[config.mk]
export PLATFORM = sky130hd
export DESIGN_NAME = sample_history_delay_average_flat
export DESIGN_NICKNAME = d
export VERILOG_FILES = /design/src/rtl/shda_pkg.sv /design/src/rtl/shda_in_if.sv /design/src/rtl/shda_out_if.sv /design/src/rtl/shda_ram.sv /design/src/rtl/shda_ctrl.sv /design/src/rtl/shda_datapath.sv /design/src/rtl/sample_history_delay_average.sv /design/src/flat_wrapper.sv
export SDC_FILE = /design/constraint.sdc
export NUM_CORES = 2
export LEC_CHECK = 0
export BUFFER_PORTS_ARGS = -buffer_cell sky130_fd_sc_hd__buf_2
export CORE_MARGIN = 4
export CORE_UTILIZATION = 65
export DETAILED_ROUTE_END_ITERATION = 16
export HOLD_SLACK_MARGIN = 0.03
export PLACE_DENSITY = 0.83
export SETUP_SLACK_MARGIN = 0.15
export SLEW_MARGIN = 15
export SYNTH_ARGS = -nofsm -noshare
export SYNTH_HDL_FRONTEND = slang
export SYNTH_SLANG_ARGS = --single-unit
[constraint.sdc]
create_clock -name i_clk -period 11.6 [get_ports i_clk]
set_clock_uncertainty 0.2 [all_clocks]
set_input_delay 1.74 -clock i_clk [delete_from_list [all_inputs] [get_ports i_clk]]
set_output_delay 1.74 -clock i_clk [all_outputs]
set_load 0.005 [all_outputs]
[src/rtl/shda_pkg.sv]
// Package with types, constants and codes of the sample history block.
`default_nettype none
package shda_pkg;
    localparam int SIZE_DEF     = 32;
    localparam int WEIGHT_COUNT = 32;
    localparam int WIDX_W       = 5;
    localparam int SMP_W        = 16;
    localparam int DELAY_W      = 5;
    localparam int WIN_W        = 6;
    localparam int STEPS_W      = 8;
    localparam int CFG_IDX_W    = 1;
    localparam int CFG_DATA_W   = 6;
    localparam int SUM_W        = 22;
    localparam int ACC_W        = 38;
    localparam int WSUM_W       = 22;
    localparam int PROD_W       = 32;
    localparam int CNT_W        = 6;

    localparam logic [CFG_IDX_W-1:0] CFG_DELAY  = 1'b0;
    localparam logic [CFG_IDX_W-1:0] CFG_WINDOW = 1'b1;

    localparam logic [1:0] KIND_PUSH   = 2'd0;
    localparam logic [1:0] KIND_HIST   = 2'd1;
    localparam logic [1:0] KIND_WEIGHT = 2'd2;

    typedef struct packed {
        logic [1:0]              kind;
        logic signed [SMP_W-1:0] sample;
        logic [STEPS_W-1:0]      lookback;
        logic [WIDX_W-1:0]       weight_index;
        logic signed [SMP_W-1:0] weight_value;
    } t_in_beat;

    typedef struct packed {
        logic signed [SMP_W-1:0] delayed_sample;
        logic signed [SMP_W-1:0] history_sample;
        logic                    history_valid;
        logic signed [SMP_W-1:0] mean;
        logic                    mean_valid;
        logic signed [SMP_W-1:0] weighted_mean;
        logic                    weighted_valid;
    } t_out_beat;

    typedef struct packed {
        logic load;
        logic apply;
        logic look;
        logic look_cap;
        logic acc_start;
        logic div_start;
        logic div_weighted;
        logic cap_mean;
        logic cap_wmean;
        logic emit;
    } t_cmd;

    typedef struct packed {
        logic acc_done;
        logic div_done;
    } t_status;
endpackage
`default_nettype wire

[src/rtl/shda_in_if.sv]
// Input channel interface: valid, ready and one input beat.
`default_nettype none
interface shda_in_if;
    logic               valid;
    logic               ready;
    shda_pkg::t_in_beat payload;
    modport source (output valid, output payload, input ready);
    modport sink (input valid, input payload, output ready);
endinterface
`default_nettype wire

[src/rtl/shda_out_if.sv]
// Output channel interface: valid, ready and one result beat.
`default_nettype none
interface shda_out_if;
    logic                valid;
    logic                ready;
    shda_pkg::t_out_beat payload;
    modport source (output valid, output payload, input ready);
    modport sink (input valid, input payload, output ready);
endinterface
`default_nettype wire

[src/rtl/shda_ram.sv]
// Generic simple dual-port RAM with registered read.
`default_nettype none
module shda_ram #(
    parameter int WIDTH = 16,
    parameter int DEPTH = 32
) (
    input  wire logic                     i_clk,
    input  wire logic                     i_we,
    input  wire logic [$clog2(DEPTH)-1:0] i_waddr,
    input  wire logic [WIDTH-1:0]         i_wdata,
    input  wire logic [$clog2(DEPTH)-1:0] i_raddr,
    output logic [WIDTH-1:0]              o_rdata
);
    logic [WIDTH-1:0] r_mem [DEPTH];

    always_ff @(posedge i_clk) begin
        if (i_we) begin
            r_mem[i_waddr] <= i_wdata;
        end
        o_rdata <= r_mem[i_raddr];
    end
endmodule
`default_nettype wire

[src/rtl/shda_ctrl.sv]
// Controller state machine that sequences one item through the datapath.
`default_nettype none
module shda_ctrl (
    input  wire logic              i_clk,
    input  wire logic              i_rst_n,
    input  wire logic              i_in_valid,
    input  wire logic              i_out_free,
    input  wire shda_pkg::t_status i_status,
    output logic                   o_in_ready,
    output shda_pkg::t_cmd         o_cmd
);
    localparam logic [2:0] S_IDLE  = 3'd0;
    localparam logic [2:0] S_APPLY = 3'd1;
    localparam logic [2:0] S_LOOK  = 3'd2;
    localparam logic [2:0] S_CAP   = 3'd3;
    localparam logic [2:0] S_ACC   = 3'd4;
    localparam logic [2:0] S_DIVM  = 3'd5;
    localparam logic [2:0] S_DIVW  = 3'd6;
    localparam logic [2:0] S_OUT   = 3'd7;

    logic [2:0] r_state;
    logic [2:0] n_state;

    assign o_in_ready = (r_state == S_IDLE) && i_rst_n;

    always_comb begin
        n_state = r_state;
        o_cmd   = '0;
        unique case (r_state)
            S_IDLE: begin
                if (i_in_valid && o_in_ready) begin
                    o_cmd.load = 1'b1;
                    n_state    = S_APPLY;
                end
            end
            S_APPLY: begin
                o_cmd.apply = 1'b1;
                n_state     = S_LOOK;
            end
            S_LOOK: begin
                o_cmd.look = 1'b1;
                n_state    = S_CAP;
            end
            S_CAP: begin
                o_cmd.look_cap  = 1'b1;
                o_cmd.acc_start = 1'b1;
                n_state         = S_ACC;
            end
            S_ACC: begin
                if (i_status.acc_done) begin
                    o_cmd.div_start = 1'b1;
                    n_state         = S_DIVM;
                end
            end
            S_DIVM: begin
                if (i_status.div_done) begin
                    o_cmd.cap_mean     = 1'b1;
                    o_cmd.div_start    = 1'b1;
                    o_cmd.div_weighted = 1'b1;
                    n_state            = S_DIVW;
                end
            end
            S_DIVW: begin
                if (i_status.div_done) begin
                    o_cmd.cap_wmean = 1'b1;
                    n_state         = S_OUT;
                end
            end
            S_OUT: begin
                // hold until the output register can take the beat
                if (i_out_free) begin
                    o_cmd.emit = 1'b1;
                    n_state    = S_IDLE;
                end
            end
            default: n_state = S_IDLE;
        endcase
    end

    always_ff @(posedge i_clk) begin
        if (!i_rst_n) begin
            r_state <= S_IDLE;
        end else begin
            r_state <= n_state;
        end
    end
endmodule
`default_nettype wire

[src/rtl/shda_datapath.sv]
// Datapath: sample ring, weight table, accumulator and shared divider.
`default_nettype none
module shda_datapath #(
    parameter int SIZE = shda_pkg::SIZE_DEF
) (
    input  wire logic                             i_clk,
    input  wire logic                             i_rst_n,
    input  wire shda_pkg::t_in_beat               i_beat,
    input  wire logic                             i_cfg_we,
    input  wire logic [shda_pkg::CFG_IDX_W-1:0]   i_cfg_index,
    input  wire logic [shda_pkg::CFG_DATA_W-1:0]  i_cfg_data,
    input  wire shda_pkg::t_cmd                   i_cmd,
    output shda_pkg::t_status                     o_status,
    output shda_pkg::t_out_beat                   o_result
);
    localparam int AW = $clog2(SIZE);
    localparam int CW = $clog2(SIZE + 1);
    localparam int LW = AW + 9;
    localparam int SW = shda_pkg::SMP_W;
    localparam int ACW = shda_pkg::ACC_W;
    localparam int SMW = shda_pkg::SUM_W;
    localparam int WSW = shda_pkg::WSUM_W;
    localparam int KW = shda_pkg::CNT_W;
    localparam int WAW = shda_pkg::WIDX_W;

    shda_pkg::t_in_beat r_item;
    logic [shda_pkg::DELAY_W-1:0] r_delay;
    logic [shda_pkg::WIN_W-1:0]   r_window;
    logic [AW-1:0]                r_wp;
    logic [CW-1:0]                r_fill;
    logic [shda_pkg::WEIGHT_COUNT-1:0] r_wvalid;

    logic                 ring_we;
    logic [AW-1:0]        ring_raddr;
    logic [SW-1:0]        ring_q;
    logic                 wram_we;
    logic [SW-1:0]        wram_q;

    logic                 r_dok;
    logic                 r_hok;
    logic signed [SW-1:0] r_delayed;
    logic signed [SW-1:0] r_hist;
    logic                 r_hvalid;

    logic                 r_win_ok;
    logic [KW-1:0]        r_n;
    logic [KW-1:0]        r_k;
    logic                 r_issue;
    logic                 r_d1;
    logic                 r_d1_wok;
    logic                 r_d2;
    logic signed [SW-1:0] r_s;
    logic signed [SW-1:0] r_w;
    logic signed [shda_pkg::PROD_W-1:0] r_p;
    logic signed [SMW-1:0] r_sum;
    logic signed [ACW-1:0] r_acc;
    logic signed [WSW-1:0] r_wsum;

    logic [ACW-1:0]       r_q;
    logic [WSW-1:0]       r_rem;
    logic [WSW-1:0]       r_dvs;
    logic                 r_neg;
    logic [KW-1:0]        r_cnt;
    logic signed [SW-1:0] r_mean;
    logic signed [SW-1:0] r_wmean;

    function automatic logic [AW-1:0] ring_addr(input logic [AW-1:0] wp,
                                                input logic [LW-1:0] age);
        logic [LW-1:0] t;
        t = LW'(wp) + LW'(SIZE - 1) - age;
        if (t >= LW'(SIZE)) begin
            t = t - LW'(SIZE);
        end
        return t[AW-1:0];
    endfunction

    function automatic logic signed [SW-1:0] sat16(input logic [ACW-1:0] mag,
                                                   input logic neg);
        logic [ACW-1:0] m;
        logic signed [SW-1:0] v;
        m = ~mag + 1'b1;
        if (neg) begin
            v = (mag > ACW'(32768)) ? 16'sh8000 : $signed(m[SW-1:0]);
        end else begin
            v = (mag > ACW'(32767)) ? 16'sh7fff : $signed(mag[SW-1:0]);
        end
        return v;
    endfunction

    // look-up age and range checks for the delayed and history reads
    logic [LW-1:0] delay_age;
    logic [LW-1:0] look_age;
    logic          look_dok;
    logic          look_hok;
    logic [LW-1:0] n_lw;
    logic          win_ok;

    always_comb begin
        delay_age = LW'(r_delay);
        if (delay_age > LW'(SIZE - 1)) begin
            delay_age = LW'(SIZE - 1);
        end
        look_dok = (r_item.kind == shda_pkg::KIND_PUSH) && (delay_age < LW'(r_fill));
        look_hok = (r_item.kind == shda_pkg::KIND_HIST)
                && (LW'(r_item.lookback) < LW'(SIZE))
                && (LW'(r_item.lookback) < LW'(r_fill));
        look_age = (r_item.kind == shda_pkg::KIND_PUSH) ? delay_age
                                                       : LW'(r_item.lookback);
        win_ok = (r_window != '0) && (LW'(r_window) <= LW'(SIZE));
        n_lw   = (LW'(r_window) < LW'(r_fill)) ? LW'(r_window) : LW'(r_fill);
    end

    assign ring_we    = i_cmd.apply && (r_item.kind == shda_pkg::KIND_PUSH);
    assign wram_we    = i_cmd.apply && (r_item.kind == shda_pkg::KIND_WEIGHT);
    assign ring_raddr = i_cmd.look ? ring_addr(r_wp, look_age)
                                   : ring_addr(r_wp, LW'(r_k));

    shda_ram #(.WIDTH(SW), .DEPTH(SIZE)) u_ring (
        .i_clk   (i_clk),
        .i_we    (ring_we),
        .i_waddr (r_wp),
        .i_wdata (r_item.sample),
        .i_raddr (ring_raddr),
        .o_rdata (ring_q)
    );

    shda_ram #(.WIDTH(SW), .DEPTH(shda_pkg::WEIGHT_COUNT)) u_weights (
        .i_clk   (i_clk),
        .i_we    (wram_we),
        .i_waddr (r_item.weight_index),
        .i_wdata (r_item.weight_value),
        .i_raddr (r_k[WAW-1:0]),
        .o_rdata (wram_q)
    );

    // divider operand selection
    logic [ACW-1:0] div_a;
    logic [ACW-1:0] div_mag;
    logic [WSW:0]   rem_sh;
    logic           rem_ge;

    always_comb begin
        div_a   = i_cmd.div_weighted ? r_acc : ACW'(r_sum);
        div_mag = div_a[ACW-1] ? (~div_a + 1'b1) : div_a;
        rem_sh  = {r_rem, r_q[ACW-1]};
        rem_ge  = rem_sh >= {1'b0, r_dvs};
    end

    assign o_status.acc_done = !r_issue && !r_d1 && !r_d2;
    assign o_status.div_done = (r_cnt == '0);

    always_ff @(posedge i_clk) begin
        if (!i_rst_n) begin
            r_delay  <= '0;
            r_window <= shda_pkg::WIN_W'(1);
            r_wp     <= '0;
            r_fill   <= '0;
            r_wvalid <= '0;
            r_issue  <= 1'b0;
            r_d1     <= 1'b0;
            r_d2     <= 1'b0;
            r_cnt    <= '0;
        end else begin
            if (i_cfg_we) begin
                unique case (i_cfg_index)
                    shda_pkg::CFG_DELAY:  r_delay  <= i_cfg_data[shda_pkg::DELAY_W-1:0];
                    shda_pkg::CFG_WINDOW: r_window <= i_cfg_data;
                    default: ;
                endcase
            end
            if (ring_we) begin
                r_wp <= (r_wp == AW'(SIZE - 1)) ? '0 : AW'(r_wp + 1'b1);
                if (r_fill < CW'(SIZE)) begin
                    r_fill <= CW'(r_fill + 1'b1);
                end
            end
            if (wram_we) begin
                r_wvalid[r_item.weight_index] <= 1'b1;
            end
            // accumulation pipeline: issue, fetch, add
            r_d1 <= r_issue;
            r_d2 <= r_d1;
            if (i_cmd.acc_start) begin
                r_issue <= win_ok && (n_lw != '0);
            end else if (r_issue && (KW'(r_k + 1'b1) == r_n)) begin
                r_issue <= 1'b0;
            end
            if (i_cmd.div_start) begin
                r_cnt <= i_cmd.div_weighted ? KW'(ACW) : KW'(SMW);
            end else if (r_cnt != '0) begin
                r_cnt <= KW'(r_cnt - 1'b1);
            end
        end
    end

    always_ff @(posedge i_clk) begin
        if (i_cmd.load) begin
            r_item <= i_beat;
        end
        if (i_cmd.look) begin
            r_dok <= look_dok;
            r_hok <= look_hok;
        end
        if (i_cmd.look_cap) begin
            r_delayed <= r_dok ? $signed(ring_q) : '0;
            r_hist    <= r_hok ? $signed(ring_q) : '0;
            r_hvalid  <= r_hok;
        end
        if (i_cmd.acc_start) begin
            r_win_ok <= win_ok;
            r_n      <= win_ok ? n_lw[KW-1:0] : '0;
            r_k      <= '0;
            r_sum    <= '0;
            r_acc    <= '0;
            r_wsum   <= '0;
        end else if (r_issue) begin
            r_k <= KW'(r_k + 1'b1);
        end
        r_d1_wok <= (r_k < KW'(shda_pkg::WEIGHT_COUNT)) && r_wvalid[r_k[WAW-1:0]];
        r_s <= $signed(ring_q);
        r_w <= r_d1_wok ? $signed(wram_q) : '0;
        r_p <= $signed(ring_q) * (r_d1_wok ? $signed(wram_q) : 16'sd0);
        if (r_d2) begin
            r_sum  <= r_sum + SMW'(r_s);
            r_acc  <= r_acc + ACW'(r_p);
            r_wsum <= r_wsum + WSW'(r_w);
        end
        // restoring division, one quotient bit a cycle
        if (i_cmd.div_start) begin
            r_rem <= '0;
            r_neg <= div_a[ACW-1];
            if (i_cmd.div_weighted) begin
                r_q   <= div_mag;
                r_dvs <= r_wsum;
            end else begin
                r_q   <= {div_mag[SMW-1:0], (ACW - SMW)'(0)};
                r_dvs <= WSW'(r_n);
            end
        end else if (r_cnt != '0) begin
            r_rem <= rem_ge ? WSW'(rem_sh - {1'b0, r_dvs}) : rem_sh[WSW-1:0];
            r_q   <= {r_q[ACW-2:0], rem_ge};
        end
        if (i_cmd.cap_mean) begin
            r_mean <= sat16(r_q, r_neg);
        end
        if (i_cmd.cap_wmean) begin
            r_wmean <= sat16(r_q, r_neg);
        end
    end

    logic mvalid;
    logic wvalid;
    assign mvalid = r_win_ok && (r_n != '0);
    assign wvalid = mvalid && !r_wsum[WSW-1] && (r_wsum != '0);

    assign o_result.delayed_sample = r_delayed;
    assign o_result.history_sample = r_hist;
    assign o_result.history_valid  = r_hvalid;
    assign o_result.mean           = mvalid ? r_mean : '0;
    assign o_result.mean_valid     = mvalid;
    assign o_result.weighted_mean  = wvalid ? r_wmean : '0;
    assign o_result.weighted_valid = wvalid;
endmodule
`default_nettype wire

[src/rtl/sample_history_delay_average.sv]
// Top level of the sample history, delay line and moving average block.
// One item is taken at a time and gives one result beat. An item passes
// through acceptance, setup and ring look-up, then a multiply-accumulate of
// n samples over the single ring read port, n being min(window, fill count)
// when the window is valid and 0 otherwise, then the shared one-bit-a-cycle
// divider for the mean and the weighted mean (over the 22-bit sum and the
// 38-bit product accumulator), and last the load of the output register.
// That load waits while an earlier result still sits unaccepted in the
// output register. A new item is accepted while the previous result still
// waits in the output register. There is no clearing pass after reset; the
// fill count guards the ring and per-entry valid bits guard the weight table.
`default_nettype none
module sample_history_delay_average #(
    parameter int SIZE = shda_pkg::SIZE_DEF
) (
    input  wire logic                            i_clk,
    input  wire logic                            i_rst_n,
    shda_in_if.sink                              i_in,
    shda_out_if.source                           o_out,
    input  wire logic                            i_cfg_we,
    input  wire logic [shda_pkg::CFG_IDX_W-1:0]  i_cfg_index,
    input  wire logic [shda_pkg::CFG_DATA_W-1:0] i_cfg_data
);
    shda_pkg::t_cmd      cmd;
    shda_pkg::t_status   status;
    shda_pkg::t_out_beat result;
    shda_pkg::t_out_beat r_out_beat;
    logic                r_out_valid;
    logic                out_free;

    assign out_free = !r_out_valid || o_out.ready;

    shda_ctrl u_ctrl (
        .i_clk      (i_clk),
        .i_rst_n    (i_rst_n),
        .i_in_valid (i_in.valid),
        .i_out_free (out_free),
        .i_status   (status),
        .o_in_ready (i_in.ready),
        .o_cmd      (cmd)
    );

    shda_datapath #(.SIZE(SIZE)) u_datapath (
        .i_clk       (i_clk),
        .i_rst_n     (i_rst_n),
        .i_beat      (i_in.payload),
        .i_cfg_we    (i_cfg_we),
        .i_cfg_index (i_cfg_index),
        .i_cfg_data  (i_cfg_data),
        .i_cmd       (cmd),
        .o_status    (status),
        .o_result    (result)
    );

    always_ff @(posedge i_clk) begin
        if (!i_rst_n) begin
            r_out_valid <= 1'b0;
        end else if (cmd.emit) begin
            r_out_valid <= 1'b1;
        end else if (o_out.ready) begin
            r_out_valid <= 1'b0;
        end
    end

    always_ff @(posedge i_clk) begin
        if (cmd.emit) begin
            r_out_beat <= result;
        end
    end

    assign o_out.valid   = r_out_valid;
    assign o_out.payload = r_out_beat;
endmodule
`default_nettype wire

[src/flat_wrapper.sv]
// flat-port wrapper written by rule: the top's interface ports become plain ports
module sample_history_delay_average_flat 
#(
    parameter int SIZE = shda_pkg::SIZE_DEF
)
  (i_clk, i_rst_n, i_cfg_we, i_cfg_index, i_cfg_data, i_in_valid, i_in_payload, i_in_ready, o_out_valid, o_out_payload, o_out_ready);
  shda_in_if i_in_i ();
  shda_out_if o_out_i ();
  input  wire logic i_clk;
  input  wire logic i_rst_n;
  input  wire logic i_cfg_we;
  input  wire logic [shda_pkg::CFG_IDX_W-1:0] i_cfg_index;
  input  wire logic [shda_pkg::CFG_DATA_W-1:0] i_cfg_data;
  input wire logic [$bits(i_in_i.valid)-1:0] i_in_valid;
  input wire logic [$bits(i_in_i.payload)-1:0] i_in_payload;
  output wire logic [$bits(i_in_i.ready)-1:0] i_in_ready;
  output wire logic [$bits(o_out_i.valid)-1:0] o_out_valid;
  output wire logic [$bits(o_out_i.payload)-1:0] o_out_payload;
  input wire logic [$bits(o_out_i.ready)-1:0] o_out_ready;
  assign i_in_i.valid = i_in_valid;
  assign i_in_i.payload = i_in_payload;
  assign i_in_ready = i_in_i.ready;
  assign o_out_valid = o_out_i.valid;
  assign o_out_payload = o_out_i.payload;
  assign o_out_i.ready = o_out_ready;
  sample_history_delay_average #(.SIZE(SIZE)) u_core (.i_clk(i_clk), .i_rst_n(i_rst_n), .i_in(i_in_i), .o_out(o_out_i), .i_cfg_we(i_cfg_we), .i_cfg_index(i_cfg_index), .i_cfg_data(i_cfg_data));
endmodule
# After elaboration in Yosys (flattened, before gate mapping)
# Memories as Yosys holds them, arrays and structs flattened. A register that Yosys moved wholly into a read port is not among the register bits.
# Index checks and enable logic that the tools add are counted.
# W data, S select, Z words.
[word_totals] ff_bits=491 ram_bits=1024 wordCells=193 mem_count=2
[memory_table] name="u_core.u_datapath.u_ring.r_mem" words=32 word_bits=16 rd=1 rd_clocked_by_memory_dff=1 write_ports=1 line="shda_ram.sv:14" rtl="logic [WIDTH-1:0] r_mem [DEPTH];"
[memory_table] name="u_core.u_datapath.u_weights.r_mem" words=32 word_bits=16 rd=1 rd_clocked_by_memory_dff=1 write_ports=1 line="shda_ram.sv:14"
[classes] n_addsub=15 n_mul=1 n_lt_le_gt_ge=15 n_eq_ne=16 muxes=56 bitwise=4 reduce_logical=39
[ops] op="$mux W38" n=7
[ops] op="$mux W22" n=4
[ops] op="$mux W16" n=3
[ops] op="$add A22 B16 Y22" n=2
[ops] op="$add A38 B1 Y38 const B" n=1
[ops] op="$add A38 B32 Y38" n=1
[ops] op="$gt A38 B15 Y1 const B" n=1
[ops] op="$gt A38 B16 Y1 const B" n=1
[ops] op="$not A38 Y38" n=1
[ops] op="$mul A16 B32 Y32" n=1
[ops] op="$mux W32" n=1
[ops] op="$or A32 B32 Y32" n=1
[ops] op="$mux W6" n=5
[ops] op="$ge A14 B6 Y1 const B" n=2
[ops] op="$pmux W3 S8" n=1
[ops] op="$ge A23 B22 Y1" n=1
[ops] op="$reduce_bool A22 Y1" n=1
[ops] op="$sub A22 B22 Y22" n=1
[ops] op="$mux W5" n=4
[ops] op="$mux W1" n=19
[ops] op="$mux W3" n=6
[ops] op="$reduce_bool A6 Y1" n=3
[ops] op="$logic_and A1 B1 Y1" n=17
[ops] op="$add A16 B1 Y16 const B" n=1
[ops] op="other kinds (39)" n=61

# Logic depth before layout (Yosys ltp)
[logic_depth] word_depth=9 depth_mapped=26

# By module
# Synthesis repeated with hierarchy kept, for this count alone.
[hier_totals] hier_cells=5714 area_unflattened_um2=76229.4
[modules_own_cells] module="shda_datapath" n_inst=1 cells_per_inst=3315 area_per_inst_um2=32752.7 seq_area_each_um2=11050.6
[modules_own_cells] module="shda_ram at u_core.u_datapath.u_weights" n_inst=1 cells_per_inst=1143 area_per_inst_um2=20535.9 seq_area_each_um2=15695.1
[modules_own_cells] module="shda_ram at u_core.u_datapath.u_ring" n_inst=1 cells_per_inst=1143 area_per_inst_um2=20534.7 seq_area_each_um2=15695.1
[modules_own_cells] module="sample_history_delay_average" n_inst=1 cells_per_inst=71 area_per_inst_um2=2060.7 seq_area_each_um2=2031.9
[modules_own_cells] module="shda_ctrl" n_inst=1 cells_per_inst=42 area_per_inst_um2=345.3 seq_area_each_um2=60.1

# Worst setup path after synthesis
# Ideal clock, no wire load.
[synth_timing] kind="register to register" start="register u_core.u_ctrl.r_state[1]" end="register u_core.u_datapath.r_acc[0], enable pin" setup_time_ns=0.636 arrival_ns=6.490 t_required_ns=10.764 setup_slack_ns=4.274 path_stages_with_launch=4 period_less_slack_ns=7.326 cell_sequence="dfxtp_1 -> clkbuf_1 -> nand2_1 -> o21ai_0"
[synth_via] elab_chain_len=3
[synth_rtl] item="start, declared" line="shda_ctrl.sv:21" rtl="logic [2:0] r_state;"
[synth_rtl] item="start signal, assigned" line="shda_ctrl.sv:84" rtl="r_state <= n_state;"
[synth_rtl] item="$eq A3 B2 Y1" line="shda_ctrl.sv:29" rtl="unique case (r_state)"
[synth_rtl] item="$mux W2" line="shda_ctrl.sv:29"
[synth_rtl] item="$reduce_bool A2 Y1 (no line)"
[synth_rtl] item="end signal, assigned" line="shda_datapath.sv:225" rtl="r_acc <= r_acc + ACW'(r_p);"
[synth_rtl] item="end, declared" line="shda_datapath.sv:56" rtl="logic signed [ACW-1:0] r_acc;"
# No other way between the ends.
# A chain may end at the register's enable or synchronous reset.

# Final worst setup path
[layout_timing] start="register u_core.u_datapath.r_d1_wok" end="register u_core.u_datapath.r_p[30] (netlist name)"
[layout_via] elab_chain_len=2
[layout_rtl] item="start, declared" line="shda_datapath.sv:50" rtl="logic r_d1_wok;"
[layout_rtl] item="start signal, assigned" line="shda_datapath.sv:219" rtl="r_d1_wok <= (r_k < KW'(shda_pkg::WEIGHT_COUNT)) && r_wvalid[r_k[WAW-1:0]];"
[layout_rtl] item="$mux W32" line="shda_datapath.sv:222" rtl="r_p <= $signed(ring_q) * (r_d1_wok ? $signed(wram_q) : 16'sd0);"
[layout_rtl] item="$mul A16 B32 Y32" line="shda_datapath.sv:222"
[layout_rtl] item="end signal, assigned" line="shda_datapath.sv:222"
[layout_rtl] item="end, declared" line="shda_datapath.sv:54" rtl="logic signed [shda_pkg::PROD_W-1:0] r_p;"
# No other way between the ends.

==> impl_metrics.py <==
metrics = {
    "critical_path": {
        "start_kind": "register",
        "critical_path_class": "reg2reg",
        "r2r_slack_ns": 3.65,
        "end_kind": "register",
        "cp.required_ns": 12.08,
        "critPathMaxFanout": 75,
        "critPathArrivalTime_ns": 8.43,
        "worstReg2RegEnd": "u_core.u_datapath.r_p[30]",
        "crit_start": "u_core.u_datapath.r_d1_wok",
        "r2r-start": "u_core.u_datapath.r_d1_wok",
        "reg2reg_depth": 19,
        "endpoint": "u_core.u_datapath.r_p[30]",
    },
    "timing": {
        "fin_crit_sh_pct": 68.5,
        "rsz0062_at_grt": "false",
        "relSlewSlack_pct": 11.1,
        "whs_ns": 0.215,
        "max_freq_mhz": 126,
        "hold_violations": 0,
        "setup_tns_ns": 0,
        "tightestPinTransition_ns": 1.33,
        "period_needed_ns": 7.95,
        "report.final.slew_viol_count": 0,
        "setup-violations-final": 0,
    },
    "die": {
        "pin_count": 128,
        "coreArea_mm2": 0.113,
        "die_w_um": 345,
        "die_area_mm2": 0.119,
        "initial_utilization_pct": 65.6,
        "die_y_um": 345,
        "num_rows": 123,
    },
    "cells_and_area": {
        "area_growth_pct": 10.5,
        "stdcell_count": 6759,
        "postLayoutCellArea_mm2": 0.0817,
        "antenna_cells": 0,
        "fin_nets": 5675,
        "layout-drive-gt1-share_pct": 17.2,
    },
    "placement": {
        "place_congestion": 0.906,
        "port_buffers": 127,
        "place.detailed.instances": 6476,
        "dpl.hpwl_mm": 115,
        "dpl_cell_area_mm2": 0.0766,
    },
    "global_routing": {
        "grt_pass1_wl_mm": 296,
        "gr-total-overflow": 0,
        "grt_usage_pct": 33.1,
        "antenna_found_initial": 1,
        "grt_start_max_net_pins": 100,
        "grt_pass1_vias": 46600,
    },
    "clocking": {
        "post_cts_buffers": 0,
        "clock_latency_ns": 0.79,
        "tritoncts": "done",
        "clock_sinks": 1547,
        "ctsResizeCount": 0,
        "cts.path.max_buffers": 3,
        "cts_inserted_buffers": 154,
        "cts_hold_buf": 0,
        "clkTransAtPathRegs_ns": 0.07,
        "htree_num_levels": 4,
        "cts-root-buf": "clkbuf_16",
    },
    "job": {
        "maxCapViolations": 0,
    },
    "yosys": {
        "syn_area_mm2": 0.0740,
        "synth_edf_count": 1355,
        "ys_ff_latch": 1547,
        "avgSynthCellArea_um2": 14.9,
        "async_flop_share_pct": 0,
        "ys.flop_type": "edfxtp_1",
        "synth_warnings": 0,
        "ys_seq_area_share_pct": 60.2,
        "synth_cells": 4967,
        "synth_nets": 5505,
        "ys_types": 72,
    },
    "route": {
        "vias": 46400,
        "via_per_inst": 6.87,
        "ant_nets": 0,
        "wl_per_cell_um": 30.3,
        "first_pass_iters": 7,
        "dr.first_iter.drc_count": 7662,
        "route.detailed.drc": 0,
        "routed_wl_mm": 205,
    },
    "pwr": {
        "cellLeakagePower_uw": 0.0298,
        "p_per_area_mw_per_mm2": 192,
        "vdd_drop_max_uv": 235,
    },
    "status": {
        "outcome": "completed",
    },
    "min_path": {
        "whs_path_depth": 0,
        "hold_path.class": "reg2reg",
    },
}
per-layer routing:
metal / track usage (%) / routed length (µm) / vias to the layer above
met5: 0 / 8 / -
met3: 7.68 / 25100 / 978
met2: 52.6 / 97300 / 4012
met4: 17.6 / 14000 / 2
met1: 43.0 / 68500 / 22700
li1: - / - / 18700
placed cells by master, fill, tap and decap left out, types with 37 or more instances in the layout:
cell type,n
xnor2_1,99
edfxtp_1,1355
mux4_2,330
mux2_2,37
and2_1,120
dfxtp_1,186
clkbuf_16,160
buf_4,96
a21o_1,49
xor2_1,84
a21oi_1,138
nor2_1,305
clkbuf_1,39
nor3_1,62
nand2_1,295
o21ai_0,153
nand3_1,67
fa_1,266
nand2b_1,39
ha_1,211
inv_1,377
and3_1,136
buf_2,127
mux2i_1,38
logic make-up after synthesis:
family                     synth area share [%]
muxes                                      11.1
buffers and inverters                      3.03
AOI/OAI and AO/OA                          4.55
xor gates and xnor gates                   2.20
and+or+nand+nor                            8.06
adders and majority gates                  10.8
DFF                                        60.2
worst min-delay path by stage:
stage                                                   start                  endpoint
after floorplan           u_core.u_datapath.u_ring.o_rdata[7]  u_core.u_datapath.r_s[7]
after global placement         u_core.u_datapath.r_delayed[9]  u_core.o_out.payload[60]
after detailed placement         u_core.u_datapath.r_hist[14]  u_core.o_out.payload[49]
after CTS                        u_core.u_datapath.r_hist[14]  u_core.o_out.payload[49]
after global routing              u_core.u_datapath.r_hist[3]  u_core.o_out.payload[38]
final                             u_core.u_datapath.r_hist[3]  u_core.o_out.payload[38]
cell type report:
cell class | count | area [µm²]
Sequential cell | 1547 | 44500
Clock buffer | 209 | 4290
Clock inverter | 69 | 697
Timing Repair Buffer | 229 | 1470
Multi-Input combinational cell | 2824 | 27400
Tap cell | 1500 | 1880
Inverter | 381 | 1430
Fill cell | 6468 | 30900
where the power goes:
| part | leakage [µW] | total (µW) | switching (µW) | internal (µW) |
|---|---|---|---|---|
| sequential | 0.0138 | 7020 | 596 | 6420 |
| clock | 0.00243 | 5020 | 2230 | 2800 |
| combinational | 0.0135 | 3670 | 1960 | 1710 |
| total | 0.0298 | 15700 | 4790 | 10900 |
critical path: stages, from the launching register on:
cell	delay (ns)
dfxtp_2	1.00
buf_4	0.57
and2_1	0.49
nand2_1	0.17
inv_1	0.20
fa_1	0.54
fa_1	0.52
fa_1	0.54
fa_1	0.44
fa_1	0.55
inv_1	0.05
fa_1	0.54
inv_1	0.05
ha_1	0.36
a41o_1	0.25
a21o_1	0.19
o31ai_1	0.61
o2111ai_1	0.21
a21oi_1	0.20
xnor2_1	0.14
flip-flops by register name, summed over array words and instances, names as in the netlist, 16 cells and up:
| signal | flops |
|---|---|
| u_core.o_out.payload | 67 |
| u_core.u_datapath.r_p | 32 |
| u_core.u_datapath.r_mean | 16 |
| u_core.u_datapath.r_q | 38 |
| u_core.u_datapath.r_dvs | 22 |
| u_core.u_datapath.r_w | 16 |
| u_core.u_datapath.u_weights.r_mem | 512 |
| u_core.u_datapath.r_s | 16 |
| u_core.u_datapath.r_hist | 16 |
| u_core.u_datapath.r_sum | 22 |
| u_core.u_datapath.r_acc | 38 |
| u_core.u_datapath.u_ring.o_rdata | 16 |
| u_core.u_datapath.r_rem | 22 |
| u_core.u_datapath.r_wsum | 22 |
| u_core.u_datapath.r_item | 47 |
| u_core.u_datapath.u_ring.r_mem | 512 |
| u_core.u_datapath.r_delayed | 16 |
| u_core.u_datapath.r_wvalid | 32 |
| u_core.u_datapath.r_wmean | 16 |
| u_core.u_datapath.u_weights.o_rdata | 16 |
stage by stage:
step	worst slack [ns]	utilization, %	total power, µW
final	3.65	72.5	15700
after CTS	3.73	72.4	15600
after global placement	4.10	68.0	10500
after floorplan	4.27	-	9580
after global routing	3.18	72.5	16300
after detailed placement	3.81	68.0	10600
synthesized netlist by cell type (all sizes together) (25+ instances only):
cell / count / share of area (%)
inv: 378 / 1.9
edfxtp: 1355 / 55
nand2: 295 / 1.5
a21oi: 138 / 0.93
xnor2: 102 / 1.2
buf: 33 / 0.17
o21a: 32 / 0.32
clkbuf: 182 / 0.93
mux4: 330 / 10
dfxtp: 192 / 5.2
mux2: 37 / 0.56
or3: 25 / 0.25
nor2: 340 / 1.7
nor4: 26 / 0.22
nand2b: 39 / 0.33
ha: 212 / 3.6
xor2: 84 / 0.99
nand3: 68 / 0.47
nor3: 70 / 0.49
o21ai: 155 / 1.0
fa: 267 / 7.2
and3: 136 / 1.2
and2: 121 / 1.0
mux2i: 38 / 0.51
a21o: 49 / 0.50
No activity file was read; power rests on OpenSTA's default activity.
